File: config.mk
export PLATFORM = sky130hd
export DESIGN_NAME = bcd_rtc_calendar_registers_core
export DESIGN_NICKNAME = d
export VERILOG_FILES = /design/src/design/bcdrtc_pkg.sv /design/src/design/bcd_rtc_calendar_registers_core.sv
export SDC_FILE = /design/constraint.sdc
export NUM_CORES = 1
export LEC_CHECK = 0
export ABC_AREA = 0
export BUFFER_PORTS_ARGS = -buffer_cell sky130_fd_sc_hd__buf_4
export CAP_MARGIN = 15
export CORE_MARGIN = 5
export CORE_UTILIZATION = 35
export DETAILED_ROUTE_END_ITERATION = 8
export HOLD_SLACK_MARGIN = 0.1
export PLACE_DENSITY = 0.61
export SETUP_SLACK_MARGIN = 0.02
export SLEW_MARGIN = 30
export SYNTH_ARGS = -nofsm -noshare
export SYNTH_HDL_FRONTEND = slang
export SYNTH_SLANG_ARGS = --single-unit
File: constraint.sdc
create_clock -name clk -period 8.4 [get_ports clk]
set_input_delay 1.68 -clock clk [delete_from_list [all_inputs] [get_ports clk]]
set_output_delay 1.68 -clock clk [all_outputs]
set_load 0.005 [all_outputs]
File: src/design/bcdrtc_pkg.sv
// Shared types, register map and BCD helper functions for the BCD clock/calendar core.
package bcdrtc_pkg;

	typedef enum logic [1:0] {
		OP_TICK  = 2'd0,
		OP_PTR   = 2'd1,
		OP_WRITE = 2'd2,
		OP_READ  = 2'd3
	} op_t;

	// register map
	localparam int REG_SEC      = 'h00;
	localparam int REG_MIN      = 'h01;
	localparam int REG_HOUR     = 'h02;
	localparam int REG_WDAY     = 'h03;
	localparam int REG_DATE     = 'h04;
	localparam int REG_MONTH    = 'h05;
	localparam int REG_YEAR     = 'h06;
	localparam int REG_TEMP_MSB = 'h11;
	localparam int REG_TEMP_LSB = 'h12;

	localparam int TPS_W = 20;
	localparam logic [TPS_W-1:0] TPS_RESET = 20'd1000000;

	localparam int IN_TDATA_W  = 24;
	localparam int OUT_TDATA_W = 16;
	localparam int TEMP_W      = 13;

	localparam logic signed [TEMP_W-1:0] TEMP_MIN = -13'sd512;
	localparam logic signed [TEMP_W-1:0] TEMP_MAX = 13'sd511;

	localparam logic [7:0] HOUR_12H_BIT = 8'h40;
	localparam logic [7:0] HOUR_PM_BIT  = 8'h20;

	// binary value of a byte whose nibbles are taken as decimal digits (0..165)
	function automatic logic [7:0] bcd_val(input logic [7:0] b);
		return 8'({b[7:4], 3'b000}) + 8'({b[7:4], 1'b0}) + 8'(b[3:0]);
	endfunction

	// two-digit BCD of a value below 100
	function automatic logic [7:0] to_bcd(input logic [6:0] v);
		logic [3:0] tens;
		logic [6:0] ones;
		tens = 4'd0;
		for (int k = 1; k < 10; k++) begin
			if (v >= 7'(10 * k)) begin
				tens = 4'(k);
			end
		end
		ones = v - 7'(tens) * 7'd10;
		return {tens, ones[3:0]};
	endfunction

	// month length; months outside 1..12 count as 31 days
	function automatic logic [4:0] days_in_month(input logic [7:0] m, input logic [7:0] y,
		input logic century);
		logic [4:0] dim;
		case (m) inside
			8'd4, 8'd6, 8'd9, 8'd11: dim = 5'd30;
			8'd2: dim = (y[1:0] == 2'b00 && !(y == 8'd0 && century)) ? 5'd29 : 5'd28;
			default: dim = 5'd31;
		endcase
		return dim;
	endfunction

endpackage

File: src/design/bcd_rtc_calendar_registers_core.sv
// BCD real-time clock and calendar core with a byte-wide register file.
//
//  channel | signals                                  | content
//  --------+------------------------------------------+-------------------------------------
//  in      | s_axis_tvalid/tready/tdata/tuser         | opcode, data byte, temperature sample
//  out     | m_axis_tvalid/tready/tdata               | read byte, second rolled flag
//  cfg     | cfg_we/cfg_wdata                         | ticks per second
//
// One word in, one word out, one word taken per cycle while the output is not stalled.
// The input stage feeds the whole cascade (sec -> min -> hour -> weekday/date/month/year),
// which settles into the output register; m_axis_tvalid rises as the word moves there.
// s_axis_tready drops only when the input stage and the output register are both full
// and m_axis_tready is low; an output stall backs up through the single input stage.
// Reset (arst_n, async) clears registers, pointer and prescaler; ticks per second = 1000000.
module bcd_rtc_calendar_registers_core
	import bcdrtc_pkg::*;
#(
	parameter int NUM_REGS = 19
) (
	input  logic                    clk,
	input  logic                    arst_n,
	input  logic                    s_axis_tvalid,
	output logic                    s_axis_tready,
	input  logic [IN_TDATA_W-1:0]   s_axis_tdata,   // [7:0] data, [20:8] temperature_quarters
	input  logic [1:0]              s_axis_tuser,   // [1:0] opcode
	output logic                    m_axis_tvalid,
	input  logic                    m_axis_tready,
	output logic [OUT_TDATA_W-1:0]  m_axis_tdata,   // [7:0] read_data, [8] second_rolled
	input  logic                    cfg_we,
	input  logic [TPS_W-1:0]        cfg_wdata
);

	localparam int PTR_W = $clog2(NUM_REGS);
	localparam logic [PTR_W-1:0] PTR_LAST = PTR_W'(NUM_REGS - 1);

	// ---------------- state ----------------
	logic [7:0]        regs_q [NUM_REGS];
	logic [PTR_W-1:0]  ptr_q;
	logic [TPS_W-1:0]  presc_q;
	logic [TPS_W-1:0]  tps_q;

	// input stage
	logic                     valid_s1;
	op_t                      op_s1;
	logic [7:0]               data_s1;
	logic signed [TEMP_W-1:0] temp_s1;

	// output stage
	logic       valid_s2;
	logic [7:0] rdata_s2;
	logic       rolled_s2;

	logic proc;  // input stage word moves into the output register this cycle

	assign proc          = valid_s1 && (!valid_s2 || m_axis_tready);
	assign s_axis_tready = !valid_s1 || proc;

	always_ff @(posedge clk or negedge arst_n) begin
		if (!arst_n) begin
			valid_s1 <= 1'b0;
		end else if (s_axis_tready) begin
			valid_s1 <= s_axis_tvalid;
		end
	end

	always_ff @(posedge clk) begin
		if (s_axis_tready && s_axis_tvalid) begin
			op_s1   <= op_t'(s_axis_tuser);
			data_s1 <= s_axis_tdata[7:0];
			temp_s1 <= s_axis_tdata[20:8];
		end
	end

	always_ff @(posedge clk or negedge arst_n) begin
		if (!arst_n) begin
			tps_q <= TPS_RESET;
		end else if (cfg_we) begin
			tps_q <= cfg_wdata;
		end
	end

	// ---------------- pointer ----------------
	// pointer load is data mod NUM_REGS: a constant table over all byte values
	logic [PTR_W-1:0] ptr_mod [256];
	for (genvar g = 0; g < 256; g++) begin : g_ptr_mod
		localparam logic [PTR_W-1:0] ModVal = PTR_W'(g % NUM_REGS);
		assign ptr_mod[g] = ModVal;
	end

	logic [PTR_W-1:0] ptr_inc;
	assign ptr_inc = (ptr_q == PTR_LAST) ? '0 : ptr_q + 1'b1;

	// ---------------- prescaler ----------------
	logic [TPS_W-1:0] presc_inc;
	logic             roll;
	assign presc_inc = presc_q + 1'b1;
	assign roll      = (presc_inc >= tps_q);  // zero ticks per second rolls every tick

	// ---------------- temperature ----------------
	logic [9:0] temp_sat;
	always_comb begin
		if (temp_s1 < TEMP_MIN) begin
			temp_sat = 10'h200;
		end else if (temp_s1 > TEMP_MAX) begin
			temp_sat = 10'h1FF;
		end else begin
			temp_sat = temp_s1[9:0];
		end
	end

	// ---------------- time cascade ----------------
	logic [7:0] r_sec, r_min, r_hour, r_wday, r_date, r_month, r_year;
	assign r_sec   = regs_q[PTR_W'(REG_SEC)];
	assign r_min   = regs_q[PTR_W'(REG_MIN)];
	assign r_hour  = regs_q[PTR_W'(REG_HOUR)];
	assign r_wday  = regs_q[PTR_W'(REG_WDAY)];
	assign r_date  = regs_q[PTR_W'(REG_DATE)];
	assign r_month = regs_q[PTR_W'(REG_MONTH)];
	assign r_year  = regs_q[PTR_W'(REG_YEAR)];

	logic [7:0] sec_v, min_v;
	logic       sec_carry, min_carry, hour_carry;
	logic [7:0] sec_nx, min_nx, hour_nx, wday_nx, date_nx, month_nx, year_nx;

	logic       mode12;
	logic [7:0] h12_raw, h12_mod, h_cur;
	logic [4:0] h_next, h12_out;

	logic       century, century_nx;
	logic [7:0] d_v, m_v, y_v, m_next, y_next;
	logic [4:0] dim;

	always_comb begin
		sec_v     = bcd_val({1'b0, r_sec[6:0]}) + 8'd1;
		sec_carry = (sec_v >= 8'd60);
		sec_nx    = sec_carry ? 8'h00 : to_bcd(sec_v[6:0]);

		min_v     = bcd_val({1'b0, r_min[6:0]}) + 8'd1;
		min_carry = sec_carry && (min_v >= 8'd60);
		min_nx    = !sec_carry ? r_min : (min_carry ? 8'h00 : to_bcd(min_v[6:0]));

		// hour in 0..23 terms; 12-hour mode maps 12 AM to 0 and 12 PM to 12
		mode12  = r_hour[6];
		h12_raw = bcd_val({3'b000, r_hour[4:0]});
		if (h12_raw >= 8'd24) begin
			h12_mod = h12_raw - 8'd24;
		end else if (h12_raw >= 8'd12) begin
			h12_mod = h12_raw - 8'd12;
		end else begin
			h12_mod = h12_raw;
		end
		h_cur = mode12 ? h12_mod + (r_hour[5] ? 8'd12 : 8'd0)
		               : bcd_val({2'b00, r_hour[5:0]});
		hour_carry = min_carry && (h_cur >= 8'd23);
		h_next     = (h_cur >= 8'd23) ? 5'd0 : 5'(h_cur + 8'd1);
		h12_out    = (h_next >= 5'd12) ? h_next - 5'd12 : h_next;
		if (h12_out == 5'd0) begin
			h12_out = 5'd12;
		end
		if (!min_carry) begin
			hour_nx = r_hour;
		end else if (mode12) begin
			hour_nx = to_bcd(7'(h12_out)) | HOUR_12H_BIT
			        | ((h_next >= 5'd12) ? HOUR_PM_BIT : 8'h00);
		end else begin
			hour_nx = to_bcd(7'(h_next));
		end

		// day, month, year
		century = r_month[7];
		d_v     = bcd_val({2'b00, r_date[5:0]});
		m_v     = bcd_val({3'b000, r_month[4:0]});
		y_v     = bcd_val(r_year);
		dim     = days_in_month(m_v, y_v, century);

		wday_nx    = r_wday;
		date_nx    = r_date;
		month_nx   = r_month;
		year_nx    = r_year;
		m_next     = m_v;
		y_next     = y_v;
		century_nx = century;
		if (hour_carry) begin
			wday_nx = (r_wday >= 8'd7 || r_wday == 8'd0) ? 8'd1 : r_wday + 8'd1;
			if (d_v != 8'd0 && d_v < 8'(dim)) begin
				date_nx = to_bcd(7'(d_v + 8'd1));
			end else begin
				date_nx = 8'h01;
				if (m_v >= 8'd12) begin
					m_next = 8'd1;
					if (y_v >= 8'd99) begin
						y_next     = 8'd0;
						century_nx = !century;
					end else begin
						y_next = y_v + 8'd1;
					end
					year_nx = to_bcd(y_next[6:0]);
				end else begin
					m_next = m_v + 8'd1;
				end
				month_nx = to_bcd(m_next[6:0]) | {century_nx, 7'b0};
			end
		end
	end

	// ---------------- state update ----------------
	always_ff @(posedge clk or negedge arst_n) begin
		if (!arst_n) begin
			for (int i = 0; i < NUM_REGS; i++) begin
				regs_q[i] <= 8'h00;
			end
			ptr_q   <= '0;
			presc_q <= '0;
		end else if (proc) begin
			unique case (op_s1)
				OP_TICK: begin
					regs_q[PTR_W'(REG_TEMP_MSB)] <= temp_sat[9:2];
					regs_q[PTR_W'(REG_TEMP_LSB)] <= {temp_sat[1:0], 6'b0};
					if (roll) begin
						presc_q                   <= '0;
						regs_q[PTR_W'(REG_SEC)]   <= sec_nx;
						regs_q[PTR_W'(REG_MIN)]   <= min_nx;
						regs_q[PTR_W'(REG_HOUR)]  <= hour_nx;
						regs_q[PTR_W'(REG_WDAY)]  <= wday_nx;
						regs_q[PTR_W'(REG_DATE)]  <= date_nx;
						regs_q[PTR_W'(REG_MONTH)] <= month_nx;
						regs_q[PTR_W'(REG_YEAR)]  <= year_nx;
					end else begin
						presc_q <= presc_inc;
					end
				end
				OP_PTR: begin
					ptr_q <= ptr_mod[data_s1];
				end
				OP_WRITE: begin
					regs_q[ptr_q] <= data_s1;
					if (ptr_q == PTR_W'(REG_SEC)) begin
						presc_q <= '0;  // seconds write restarts the second
					end
					ptr_q <= ptr_inc;
				end
				OP_READ: begin
					ptr_q <= ptr_inc;
				end
				default: begin
				end
			endcase
		end
	end

	// ---------------- output register ----------------
	always_ff @(posedge clk or negedge arst_n) begin
		if (!arst_n) begin
			valid_s2 <= 1'b0;
		end else if (proc) begin
			valid_s2 <= 1'b1;
		end else if (m_axis_tready) begin
			valid_s2 <= 1'b0;
		end
	end

	always_ff @(posedge clk) begin
		if (proc) begin
			rdata_s2  <= (op_s1 == OP_READ) ? regs_q[ptr_q] : 8'h00;
			rolled_s2 <= (op_s1 == OP_TICK) && roll;
		end
	end

	assign m_axis_tvalid = valid_s2;
	assign m_axis_tdata  = {7'b0, rolled_s2, rdata_s2};

`ifndef ASSERT_OFF
	// pointer never leaves the register file
	a_ptr_range: assert property (@(posedge clk) disable iff (!arst_n)
		ptr_q <= PTR_LAST)
		else $error("register pointer out of range");

	// a rolled second comes only from a tick, which returns no read byte
	a_roll_no_data: assert property (@(posedge clk) disable iff (!arst_n)
		valid_s2 && rolled_s2 |-> rdata_s2 == 8'h00)
		else $error("rolled second carries read data");

	// a rolling tick restarts the prescaler
	a_roll_clears: assert property (@(posedge clk) disable iff (!arst_n)
		proc && op_s1 == OP_TICK && roll |=> presc_q == '0)
		else $error("prescaler not cleared on second roll");

	// an empty output register never blocks the input side
	a_no_false_stall: assert property (@(posedge clk) disable iff (!arst_n)
		!valid_s2 |-> s_axis_tready)
		else $error("input stalled with output register empty");
`endif

endmodule
==> flow_summary_export.csv <==
group,metric,value,unit
cells_and_area,area_growth_syn_to_layout,9.89,%
detailed_routing,wl,42500,um
yosys,synth_flop_cell,"dfrtp_1",
placement,gp_congestion,0.861,
placement,hpwl,29600,um
critical_path,cp.buffers_inverters,1,
cells_and_area,fin_nets,1878,
yosys,synth_area_leaders,"dfrtp_1 30%, ha_1 7.5%, mux4_2 5.1%",
yosys,syn_inst,1735,
detailed_routing,first_pass_iters,6,
placement,port_buffers,45,
timing,relSlewSlack,42.1,%
timing,min_period_over_period,85.6,%
critical_path,path_delay_family,"adder cells",
detailed_routing,vias,13149,
min_path,hold_path_class,"reg2reg",
cells_and_area,layoutNonFillerInstCount,2333,
timing,setup_viol,0,
detailed_routing,via_per_inst,5.64,
yosys,yosysSeqAreaShare,34.8,%
grt,grt_pass1_vias,12677,
critical_path,slowest_stage,"o31ai_1",
run,maxCapViolCount,0,
clock_network,cts_resized,0,
yosys,synth-edff-count,19,
clock_network,cts_tree,"done",
status,status,"finished, final reports clean",
cells_and_area,stdcell_area,0.0175,mm^2
critical_path,arrival,7620,ps
timing,skew,21.9,ps
clock_network,root_buffer,"clkbuf_16",
cells_and_area,nFillCells,4555,
grt,grt_pass1_wl,68500,um
floorplan,die_area,0.0500,mm^2
clock_network,cts_buffers,24,
floorplan,die_height,224,um
critical_path,critPathLaunchType,"flip-flop",
yosys,synth_seq_cells,218,
detailed_routing,met1_length,19600,um
detailed_routing,routed.top_layer,"met4",
detailed_routing,wl_met3,2360,um
critical_path,cpMostUsedCell,"ha_1",
critical_path,slowest_delay,520,ps
critical_path,critPathRequiredTime,8830,ps
clock_network,holdBufCountCts,0,
yosys,yosysTopAreaCell,"dfrtp_1",
detailed_routing,route.detailed.drc,0,
clock_network,clock-sinks,218,
yosys,syn-cell-area,0.0160,mm^2
grt,track_usage,16.5,%
floorplan,io_pins,69,
placement,placed_area,0.0167,mm^2
timing,min_period,7190,ps
timing,final-max-slew-violation-count,0,
yosys,avgSynthCellArea,9.20,um^2
floorplan,start_util,35.2,%
clock_network,path_clk_slew,60,ps
timing,hold_viol,0,
critical_path,cp_max_fo,11,
timing,fmax,139,MHz
placement,place_inst,2288,
grt,grt_overflow,0,
clock_network,clk_latency,530,ps
timing,worst-slew-pin-transition,867,ps
grt,antenna_found_initial,0,
critical_path,critPathKind,"reg2reg",
yosys,synth_common_cells,"203 x nand2_1, 192 x dfrtp_1, 155 x o21ai_0, 140 x nor2_1, 104 x a21oi_1",
yosys,async_reset_ff_share,91.3,%
clock_network,cts-htree-levels,1,
clock_network,clock_path_buffers,3,
yosys,synth_top_area_share,30.1,%
grt,grt_max_degree,115,
yosys,yosys_warnings,0,
floorplan,die_w,224,um
detailed_routing,wire_per_inst,18.2,um
timing,timing.hold.ws,480,ps
timing,rsz0062_at_grt,"false",
cells_and_area,drive_gt1_share,13.3,%
cells_and_area,diodes,0,
floorplan,design.core.area,0.0453,mm^2
yosys,synth_cell_types,93,
detailed_routing,drtAntennaViolNets,0,
clock_network,post_cts_buffers,0,
yosys,post-synth-top-count-cell,"nand2_1",
timing,fin_tns_setup,0,ps
detailed_routing,dr.first_iter.drc_count,1176,
floorplan,num_rows,78,
critical_path,cp-end-kind,"flip-flop",
detailed_routing,wl_met2,19700,um
==> per-stage QoR <==
step | util, % | setup slack, ps
3_3_place_gp | 36.9 | 1650
3_5_place_dp | 36.9 | 1360
4_1_cts | 38.7 | 1340
6_report | 38.7 | 1210
5_1_grt | 38.7 | 643
2_1_floorplan | - | 2540
==> tightest hold or removal path: stages (launching register included) <==
cell     delay (ps)
dfrtp_1         340
nand2_1          50
o21ai_0          60
==> sequential cells by signal, indices dropped and copies added (netlist names) <==
| name | cells |
|---|---|
| r_year | 8 |
| rolled_s2 | 1 |
| r_wday | 8 |
| r_month | 8 |
| rdata_s2 | 8 |
| tps_q | 20 |
| r_min | 8 |
| ptr_q | 5 |
| r_hour | 8 |
| m_axis_tvalid | 1 |
| presc_q | 20 |
| valid_s1 | 1 |
| data_s1 | 8 |
| r_date | 8 |
| regs_q | 96 |
| r_sec | 8 |
| op_s1 | 2 |
==> metal layers <==
layer	vias to the layer above	GRT usage [%]
met2	340	26.7
li1	6231	-
met1	6527	23.5
met5	-	0
met4	0	3.12
met3	51	2.73
==> kinds of logic after synthesis <==
group	count (synthesis)	share of synthesized area (%)
DFF	218	34.8
xor gates and xnor gates	65	3.79
adders and majority gates	112	9.53
other	2	0.0471
buffers and inverters	196	5.21
AOI/OAI and AO/OA	501	20.5
and+or+nand+nor	506	14.3
muxes	135	11.7
==> cells in the final DEF (no fill, tap or decap), types with 23 or more instances in the layout <==
cell / instances
xor2_1: 25
mux2i_1: 42
clkbuf_16: 25
nor2_1: 139
mux2_2: 57
buf_4: 61
ha_1: 96
a21oi_1: 103
dfrtp_1: 190
o21ai_0: 155
inv_1: 78
nand2_1: 203
mux4_2: 36
xnor2_1: 35
nand3_1: 30
nor3_1: 23
==> final cells by class <==
cell class              instances  area [um^2]  share of cell area (%)
clock inverters                 4         73.8                   0.421
clock buffers                  40          732                    4.17
multi-input cells            1327         9620                    54.8
inverters                      81          304                    1.73
repair buffers                 63          500                    2.85
well taps                     600          751                    4.28
flip-flops and latches        218         5560                    31.7
==> path summary, 6_finish.rpt <==
| path | start | endpoint | slack, ps | depth (start not counted) |
|---|---|---|---|---|
| worst max-delay path | r_hour[3]$_DFFE_PN0P_ | r_hour[3]$_DFFE_PN0P_ | 1210 | 27 |
| worst max register to register | r_hour[3]$_DFFE_PN0P_ | r_hour[3]$_DFFE_PN0P_ | 1210 | 27 |
| min in group asynchronous | arst_n | tps_q[3]$_DFFE_PN0P_ | 1010 | 1 |
| worst min register to register | regs_q[10]$_DFFE_PN0P_ | regs_q[10]$_DFFE_PN0P_ | 480 | 2 |
| max in group asynchronous | arst_n | regs_q[72]$_DFFE_PN0P_ | 6040 | 3 |
| worst min-delay path | regs_q[10]$_DFFE_PN0P_ | regs_q[10]$_DFFE_PN0P_ | 480 | 2 |
Power is left out: the tool's default activity adds up to more than one toggle a clock period on the data nets, which glitch-free logic cannot reach.
